$ cat src/hw/rtl/ica_pkg.sv
// shared types, opcodes and constants of the integer calculator alu
// no dependencies
package ica_pkg;

  localparam int WIDTH = 32;
  localparam int MUL_W = 32;
  localparam int ADD_W = WIDTH + 1;
  localparam int VAL_W = 64;
  localparam int ACC_W = 3 * MUL_W + 1;
  localparam int CNT_W = $clog2(WIDTH);

  localparam logic [VAL_W-1:0] VAL_MAX = {1'b0, {(VAL_W-1){1'b1}}};
  localparam logic [VAL_W-1:0] VAL_MIN = {1'b1, {(VAL_W-1){1'b0}}};

  typedef enum logic [2:0] {
    OP_ADD = 3'd0,
    OP_SUB = 3'd1,
    OP_MUL = 3'd2,
    OP_DIV = 3'd3,
    OP_POW = 3'd4
  } op_t;

  typedef struct packed {
    logic [2:0]         op;
    logic signed [31:0] operand_a;
    logic signed [31:0] operand_b;
  } in_t;

  typedef struct packed {
    logic signed [63:0] value;
    logic               div_by_zero;
    logic               overflow;
  } out_t;

  // request to the shared arithmetic unit
  typedef struct packed {
    logic             sub;
    logic [ADD_W-1:0] x;
    logic [ADD_W-1:0] y;
    logic [MUL_W-1:0] mx;
    logic [MUL_W-1:0] my;
  } unit_req_t;

  typedef struct packed {
    logic start;
    logic ack;
  } seq_ctl_t;

  typedef struct packed {
    logic idle;
    logic done;
  } seq_stat_t;

  function automatic logic [VAL_W-1:0] sext_w(input logic [WIDTH-1:0] v);
    return {{(VAL_W-WIDTH){v[WIDTH-1]}}, v};
  endfunction

endpackage

$ cat src/hw/rtl/integer_calculator_alu_core.sv
// each operation steps through sequencer states: add/sub through S_ADDSUB, multiply through
// S_MUL and S_MULW, divide through S_DIV once per quotient bit, then S_DIVFIX for a negative
// quotient; zero divisor, unused op or exponent <= 0 go straight to S_DONE; power squares on
// the shared unit per exponent bit and multiplies per set bit, ending early on saturation
// a new request is taken only once the previous result has entered the output register
// reset (rst, synchronous, active high) idles the sequencer and empties the output register
module integer_calculator_alu_core import ica_pkg::*; (
  input  logic clk,
  input  logic rst,
  input  logic req_valid,
  output logic req_ready,
  input  in_t  req_data,
  output logic res_valid,
  input  logic res_ready,
  output out_t res_data
);

  seq_ctl_t  ctl;
  seq_stat_t stat;
  out_t      seq_result;
  logic      load;

  // a request is taken only while the sequencer sits idle, even with a result waiting,
  // and never while reset is held
  assign req_ready = stat.idle && !rst;
  // move a finished result out when the output register is empty or being drained
  assign load      = stat.done && (!res_valid || res_ready);
  assign ctl.start = req_valid && req_ready;
  assign ctl.ack   = load;

  ica_seq u_seq (
    .clk    (clk),
    .rst    (rst),
    .ctl    (ctl),
    .req    (req_data),
    .stat   (stat),
    .result (seq_result)
  );

  // output register holds the result until the consumer takes it
  always_ff @(posedge clk) begin
    if (rst) begin
      res_valid <= 1'b0;
    end else begin
      if (load) begin
        res_valid <= 1'b1;
      end else if (res_ready) begin
        res_valid <= 1'b0;
      end
    end
  end

  always_ff @(posedge clk) begin
    if (load) res_data <= seq_result;
  end

endmodule

$ cat src/hw/rtl/ica_unit.sv
// shared arithmetic unit: add/subtract with carry out, registered multiplier
// depends on ica_pkg
module ica_unit import ica_pkg::*; (
  input  logic                 clk,
  input  unit_req_t            req,
  output logic [ADD_W:0]       sum,
  output logic [2*MUL_W-1:0]   prod
);

  logic [ADD_W-1:0] y_inv;

  assign y_inv = req.sub ? ~req.y : req.y;
  // carry out is the no-borrow flag for subtraction
  assign sum = {1'b0, req.x} + {1'b0, y_inv} + (ADD_W+1)'(req.sub);

  always_ff @(posedge clk) begin
    prod <= req.mx * req.my;
  end

endmodule

$ cat src/hw/rtl/ica_seq.sv
// sequencer: steps add, multiply, divide and power through the shared unit
// depends on ica_pkg and ica_unit
module ica_seq import ica_pkg::*; (
  input  logic      clk,
  input  logic      rst,
  input  seq_ctl_t  ctl,
  input  in_t       req,
  output seq_stat_t stat,
  output out_t      result
);

  typedef enum logic [3:0] {
    S_IDLE, S_ADDSUB, S_MUL, S_MULW, S_DIV, S_DIVFIX,
    S_PW_SQ, S_PW_SQW, S_PW_MLO, S_PW_MHI, S_PW_ACC, S_PW_CHK, S_DONE
  } state_t;

  state_t               state;
  logic                 sub_r;
  logic [WIDTH-1:0]     a_r;
  logic [WIDTH-1:0]     b_r;
  logic [WIDTH-1:0]     mag_a;
  logic [WIDTH-1:0]     mag_b;
  logic                 neg_q;
  logic                 neg_pw;
  logic [WIDTH-1:0]     q;
  logic [WIDTH-1:0]     rem;
  logic [CNT_W-1:0]     cnt;
  logic [VAL_W-1:0]     r;
  logic [2*MUL_W-1:0]   plo;
  logic [ACC_W-1:0]     acc;
  logic [VAL_W-1:0]     value;
  logic                 dz;
  logic                 ovf;

  logic [WIDTH-1:0]     a_in;
  logic [WIDTH-1:0]     b_in;
  logic [WIDTH-1:0]     mag_a_in;
  logic [WIDTH-1:0]     mag_b_in;
  logic [ADD_W-1:0]     shifted;
  logic [WIDTH-1:0]     q_next;
  logic [VAL_W-1:0]     limit;
  unit_req_t            ureq;
  logic [ADD_W:0]       sum;
  logic [2*MUL_W-1:0]   prod;

  function automatic logic [VAL_W-1:0] apply_sign(input logic neg, input logic [VAL_W-1:0] m);
    return neg ? (~m + 1'b1) : m;
  endfunction

  assign a_in     = req.operand_a[WIDTH-1:0];
  assign b_in     = req.operand_b[WIDTH-1:0];
  assign mag_a_in = a_in[WIDTH-1] ? (~a_in + 1'b1) : a_in;
  assign mag_b_in = b_in[WIDTH-1] ? (~b_in + 1'b1) : b_in;
  assign shifted  = {rem, q[WIDTH-1]};
  assign q_next   = {q[WIDTH-2:0], sum[ADD_W]};
  // saturation bound, also the saturated value
  assign limit    = neg_pw ? VAL_MIN : VAL_MAX;

  always_comb begin
    ureq     = '0;
    ureq.sub = 1'b1;
    case (state)
      S_ADDSUB: begin
        ureq.sub = sub_r;
        ureq.x   = {1'b0, a_r};
        ureq.y   = {1'b0, b_r};
      end
      S_DIV: begin
        ureq.x = shifted;
        ureq.y = {1'b0, mag_b};
      end
      S_DIVFIX: begin
        ureq.y = {1'b0, q};
      end
      S_MUL: begin
        ureq.mx = MUL_W'(a_r);
        ureq.my = MUL_W'(b_r);
      end
      S_PW_SQ: begin
        ureq.mx = r[MUL_W-1:0];
        ureq.my = r[MUL_W-1:0];
      end
      S_PW_MLO: begin
        ureq.mx = r[MUL_W-1:0];
        ureq.my = MUL_W'(mag_a);
      end
      S_PW_MHI: begin
        ureq.mx = r[2*MUL_W-1:MUL_W];
        ureq.my = MUL_W'(mag_a);
      end
      default: ;
    endcase
  end

  ica_unit u_unit (
    .clk  (clk),
    .req  (ureq),
    .sum  (sum),
    .prod (prod)
  );

  always_ff @(posedge clk) begin
    if (rst) begin
      state <= S_IDLE;
    end else begin
      case (state)
        S_IDLE: begin
          if (ctl.start) begin
            a_r    <= a_in;
            b_r    <= b_in;
            mag_a  <= mag_a_in;
            mag_b  <= mag_b_in;
            neg_q  <= a_in[WIDTH-1] ^ b_in[WIDTH-1];
            neg_pw <= a_in[WIDTH-1] & b_in[0];
            sub_r  <= (req.op == OP_SUB);
            value  <= '0;
            dz     <= 1'b0;
            ovf    <= 1'b0;
            case (req.op)
              OP_ADD, OP_SUB: state <= S_ADDSUB;
              OP_MUL: state <= S_MUL;
              OP_DIV: begin
                if (b_in == '0) begin
                  dz    <= 1'b1;
                  state <= S_DONE;
                end else begin
                  q     <= mag_a_in;
                  rem   <= '0;
                  cnt   <= CNT_W'(WIDTH - 1);
                  state <= S_DIV;
                end
              end
              OP_POW: begin
                if (b_in[WIDTH-1] || b_in == '0) begin
                  value <= VAL_W'(1);
                  state <= S_DONE;
                end else begin
                  r     <= VAL_W'(1);
                  cnt   <= CNT_W'(WIDTH - 2);
                  state <= S_PW_SQ;
                end
              end
              default: state <= S_DONE;
            endcase
          end
        end
        S_ADDSUB: begin
          value <= sext_w(sum[WIDTH-1:0]);
          state <= S_DONE;
        end
        S_MUL: state <= S_MULW;
        S_MULW: begin
          value <= sext_w(prod[WIDTH-1:0]);
          state <= S_DONE;
        end
        S_DIV: begin
          q   <= q_next;
          rem <= sum[ADD_W] ? sum[WIDTH-1:0] : shifted[WIDTH-1:0];
          cnt <= cnt - 1'b1;
          if (cnt == '0) begin
            value <= sext_w(q_next);
            state <= neg_q ? S_DIVFIX : S_DONE;
          end
        end
        S_DIVFIX: begin
          value <= sext_w(sum[WIDTH-1:0]);
          state <= S_DONE;
        end
        S_PW_SQ: begin
          // a square of anything at or above 2^32 is past any limit
          if (r[VAL_W-1:MUL_W] != '0) begin
            ovf   <= 1'b1;
            value <= limit;
            state <= S_DONE;
          end else begin
            state <= S_PW_SQW;
          end
        end
        S_PW_SQW: begin
          if (prod > limit) begin
            ovf   <= 1'b1;
            value <= limit;
            state <= S_DONE;
          end else begin
            r <= prod;
            if (b_r[cnt]) begin
              state <= S_PW_MLO;
            end else if (cnt == '0) begin
              value <= apply_sign(neg_pw, prod);
              state <= S_DONE;
            end else begin
              cnt   <= cnt - 1'b1;
              state <= S_PW_SQ;
            end
          end
        end
        S_PW_MLO: state <= S_PW_MHI;
        S_PW_MHI: begin
          plo   <= prod;
          state <= S_PW_ACC;
        end
        S_PW_ACC: begin
          acc   <= ACC_W'({prod, {MUL_W{1'b0}}}) + ACC_W'(plo);
          state <= S_PW_CHK;
        end
        S_PW_CHK: begin
          if (acc > ACC_W'(limit)) begin
            ovf   <= 1'b1;
            value <= limit;
            state <= S_DONE;
          end else begin
            r <= acc[VAL_W-1:0];
            if (cnt == '0) begin
              value <= apply_sign(neg_pw, acc[VAL_W-1:0]);
              state <= S_DONE;
            end else begin
              cnt   <= cnt - 1'b1;
              state <= S_PW_SQ;
            end
          end
        end
        S_DONE: begin
          if (ctl.ack) state <= S_IDLE;
        end
        default: state <= S_IDLE;
      endcase
    end
  end

  assign stat.idle          = (state == S_IDLE);
  assign stat.done          = (state == S_DONE);
  assign result.value       = value;
  assign result.div_by_zero = dz;
  assign result.overflow    = ovf;

endmodule

$ cat config.mk
export PLATFORM = sky130hd
export DESIGN_NAME = integer_calculator_alu_core
export DESIGN_NICKNAME = d
export VERILOG_FILES = /design/src/hw/rtl/ica_pkg.sv /design/src/hw/rtl/integer_calculator_alu_core.sv /design/src/hw/rtl/ica_unit.sv /design/src/hw/rtl/ica_seq.sv
export SDC_FILE = /design/constraint.sdc
export NUM_CORES = 2
export LEC_CHECK = 0
export BUFFER_PORTS_ARGS = -buffer_cell sky130_fd_sc_hd__clkbuf_2
export CORE_MARGIN = 2
export CORE_UTILIZATION = 38
export CTS_CLUSTER_DIAMETER = 40
export DETAILED_ROUTE_END_ITERATION = 10
export PLACE_DENSITY = 0.63
export SKIP_LAST_GASP = 1
export SLEW_MARGIN = 20
export SYNTH_ARGS = -nofsm -noshare
export SYNTH_HDL_FRONTEND = slang
export SYNTH_HIERARCHICAL = 1
export SYNTH_SLANG_ARGS = --single-unit
$ cat constraint.sdc
create_clock -name clk -period 29 [get_ports clk]
set_clock_uncertainty 0.05 [all_clocks]
set_input_delay 2.9 -clock clk [delete_from_list [all_inputs] [get_ports clk]]
set_output_delay 2.9 -clock clk [all_outputs]
set_load 0.01 [all_outputs]
Yosys cells after proc, flatten, opt, wreduce, memory -nomap -nowiden. Cells that the tools add are included.

Mux-type cells: 68. Reduce and logical (&&, ||, !) cells: 30. Shift operators: 0. Divide/modulo/power cells: 0. Magnitude comparators: 3. Eq/ne operators: 35. Multiply operators: 1. Bitwise gates (word level): 8. Add/subtract/negate cells: 8.

Operators by type and width (count): 64-bit two-way mux (17); 64-bit case mux with 7 select lines (1); 32-bit two-way mux (8); 64-bit case mux with 4 select lines (1); 64-bit case mux with 3 select lines (1); 64-bit by 1-bit adder with 64-bit output, second input constant (2); 64-bit NOT (2); 32-bit case mux with 2 select lines (2); 96-bit by 64-bit adder with 97-bit output (1); 97-bit by 64-bit > comparator with 1-bit output (1); 32-bit case mux with 3 select lines (1); 33-bit case mux with 2 select lines (1); 32-bit by 1-bit adder with 32-bit output, second input constant (2); 64-bit > comparator (1); 32-bit by 32-bit multiplier with 64-bit output (1); 32-bit NOT (2); 4-bit two-way mux (11); 4-bit case mux with 11 select lines (1); 5-bit two-way mux (7); 33-bit by 33-bit adder with 34-bit output (1); 34-bit by 1-bit adder with 34-bit output (1); 33-bit two-way mux (1); 32-bit NOT with 33-bit output (1); 32-bit logical NOT (1); other kinds (44) (85).

Memory bits (writable): 0. Register bits: 626. Memories kept: 0. Bits in latches: 0. Output and inout port bits: 68. Logic and storage cells: 176. Bits in read-only memories: 0.

Longest topological paths before layout.
Word-level depth: 8. Gate-level depth with buffers: 38.

Hierarchy. The synthesis kept the hierarchy.

By module, submodules not included: ica_unit (times used 1, cells an instance 4011, area an instance 36357.4 µm²); ica_seq (times used 1, cells an instance 2924, area an instance 30661.9 µm²); integer_calculator_alu_core (times used 1, cells an instance 73, area an instance 2053.2 µm²).

Worst setup path before layout. OpenSTA, ideal clock, no wires.

Kind: input to register. Start point: in rst. End point: reg u_seq.a_r[0] (enable). Required time: 28145 ps. Setup slack: 15598 ps. Cell stages on the path: 2. Arrival time: 12547 ps. Cells stage by stage: buf_1 -> nor3b_1.

Longest elaborated chain between the ends: 4. Elaborated cells between the ends (all ways): 5. Those cells by class: bitwise: 1; reduce/logical: 4.

RTL lines: start, declared (line integer_calculator_alu_core.sv:9) `input logic rst,`; 1-bit logical NOT (line integer_calculator_alu_core.sv:25) `assign req_ready = stat.idle && !rst;`; 1-bit logical AND (line integer_calculator_alu_core.sv:25); 1-bit logical AND (line integer_calculator_alu_core.sv:28) `assign ctl.start = req_valid && req_ready;`; 3-bit AND reduction (no source line) *; end signal, assigned (line ica_seq.sv:109) `a_r <= a_in;`; end, declared (line ica_seq.sv:19) `logic [WIDTH-1:0] a_r;`.

Every way passes the cells marked *; elsewhere a longest branch is shown, timed or not. A chain may end at the register's enable or synchronous reset.

==> results.tsv <==
stage	metric	value	unit
status	status	finished clean	
routing	drt total wl	240	mm
yosys	Yosys warning count	6	
grt	Total GRT Usage	25.6	%
worst_setup_path	max incr delay on CP	0.56	ns
clock_tree	CTS Buf Count	93	
die	Initial Utilization	38.2	%
clock_tree	H-tree depth	3	
sta	post-route setup TNS	0	ns
cells_and_area	Reg area	18000	µm²
cells_and_area	fin cells	9439	
clock_tree	clock tree root buffer cell	clkbuf_16	
routing	DR DRC count	0	
cells_and_area	multi-input logic area	45700	µm²
routing	DRT antenna net count	0	
die	Die ar.	185000	µm²
power	P_leak	33.3	nW
routing	Initial DRC Count	6596	
placed_design	RD Place Congestion	0.971	
clock_tree	Post-CTS Setup Bufs	0	
die	Die Y	430	µm
worst_setup_path	flop2flop setup slack	17.69	ns
clock_tree	post-CTS resize count	0	
placed_design	PortBufs	138	
yosys	synthesized net count	8430	
die	Top Ports	139	
die	site row count	156	
worst_setup_path	CP Data Arrival Time	11.81	ns
routing	DR vias	54775	
clock_tree	Skew-Pair Late Insertion Delay	0.69	ns
routing	DR WL/cell	25.4	µm
cells_and_area	share of layout cells above drive strength 1	8.12	%
worst_setup_path	Critical Path Sink Type	flip-flop	
clock_tree	CTS tree	built	
grt	first-pass GRT wire length	357	mm
clock_tree	clock-pin slew on the worst setup and hold paths	0.06	ns
routing	1st-pass router iterations	11	
worst_setup_path	WP data required	29.50	ns
power	Power, Total	4.51	mW
hold_path	hold crit path type	flip-flop to flip-flop	
cells_and_area	Nets	8408	
worst_setup_path	crit path launch	u_seq/state[2]	
hold_path	min-delay src	u_seq/plo[25]	
grt	largest net degree at the start of global routing	81	
worst_setup_path	Crit Reg-Reg Startpoint	u_seq/state[2]	
clock_tree	clk sinks	624	
grt	antenna violations before repair	23	
sta	Slew @ Worst Pin	1.25	ns
grt	number of global-route vias before repair	55237	
worst_setup_path	CP most frequent cell	fa_1	
sta	post-route minimum period	11.31	ns
sta	Hold Fails Final Rpt	0	
worst_setup_path	Worst Path Class, Setup	flip-flop to flip-flop	
sta	period utilization	39.0	%
sta	Setup-failing EPs final	0	
cells_and_area	Fillers	17342	
yosys	mean post-synth cell area	9.86	µm²
job	Max-Cap Viols	0	
die	DIE WIDTH	430	µm
yosys	mapped cell area	69000	µm²
placed_design	Final HPWL DP	177	mm
worst_setup_path	slowest cell on the critical path	fa_1	
die	Core Region	181000	µm²
cells_and_area	Post-Route Utilization	41.9	%
grt	gr ovfl total	0	
sta	Fmax	0.0884	GHz
worst_setup_path	highest net fanout along the worst path	71	
clock_tree	Max Root-Sink Buffers	3	
placed_design	placed cells	9254	
power	pwr dens	59.6	nW/µm²
sta	Worst slew margin	16.2	%
sta	RSZ-0062 raised after global routing	false	
routing	vias per cell	5.80	
sta	max-slew violations	0	
cells_and_area	Syn-to-layout area delta	9.47	%
worst_setup_path	startpoint types	flip-flop	
power	Max VDD drop	54.9	µV
clock_tree	Post-CTS Hold Buffers	0	
yosys	Post-Syn Instances	7001	
==> worst max-delay path, delay by kind of cell, from the launching register on <==
family | cells | cell delay [ns]
buffers and inverters | 11 | 2.35
and+or+nand+nor | 4 | 1.00
adders and majority gates | 9 | 4.46
DFF | 1 | 0.30
AOI/OAI and AO/OA | 11 | 2.92
==> power by group <==
group	total [mW]	switching [mW]	internal, mW
clock	1.13	0.470	0.663
combinational	2.14	1.44	0.696
sequential	1.23	0.101	1.13
==> flip-flops by register name, indices dropped and copies added (netlist names), 32 cells and up <==
name,flops
u_seq/a_r,32
u_seq/b_r,32
u_seq/rem,32
u_seq/r,64
u_seq/plo,64
res_data,66
u_seq/u_unit/prod,64
u_seq/q,32
u_seq/acc,97
u_seq/value,64
==> worst paths after layout <==
| check | cells past startpoint | end |
|---|---|---|
| worst max register to register | 35 | u_seq/u_unit/prod[62] |
| worst min-delay path | 0 | u_seq/acc[25] |
| worst min register to register | 0 | u_seq/acc[25] |
| worst max-delay path | 35 | u_seq/u_unit/prod[62] |
==> area by class of cell <==
type | count | area share [%]
diodes | 15 | 0.0497
clock buffers | 103 | 3.19
clock inverters | 67 | 0.929
inverters | 1031 | 5.12
multi-input cells | 4941 | 60.5
flip-flops and latches | 624 | 23.9
well taps | 2370 | 3.92
repair buffers | 288 | 2.40
==> cells in the final DEF, fill, tap and decap left out, types with 22 or more instances in the layout <==
cell type  count
a21o_1        70
a21oi_1      219
a222oi_1      92
a22o_1        92
a22oi_1       41
and2_1       610
and3_1        30
buf_4        150
clkbuf_16     94
clkbuf_2     139
dfxtp_1       69
edfxtp_1     555
fa_1         898
ha_1         460
inv_1       1024
inv_6         22
mux2_2        47
mux2i_1       53
nand2_1      678
nand2b_1      36
nand3_1      115
nand4_1       86
nor2_1       292
nor3_1        97
nor4_1        54
o21ai_0      221
o31ai_1       39
or3_1         28
or4_1         23
xnor2_1      175
xor2_1       115
==> routing by layer <==
| metal | part of all wire [%] | vias to the layer above | routed length (µm) | track usage (%) |
|---|---|---|---|---|
| li1 | - | 23348 | - | - |
| met4 | 6.9 | 6 | 16500 | 14.9 |
| met1 | 38 | 27651 | 92100 | 32.8 |
| met3 | 9.1 | 766 | 21900 | 4.59 |
| met5 | 0.014 | - | 34 | 0 |
| met2 | 46 | 3004 | 110000 | 40.9 |
==> per-stage QoR <==
stage / hold WS (ns) / cell area [µm²] / setup WS, ns
3_3_place_gp: 0.351 / 72400 / 18.10
4_1_cts: 0.358 / 75500 / 17.88
5_1_grt: 0.365 / 75500 / 17.21
2_1_floorplan: 0.350 / 69000 / 15.60
6_report: 0.355 / 75600 / 17.69
3_5_place_dp: 0.355 / 72400 / 17.96
Power figures use the tool's default switching activity.
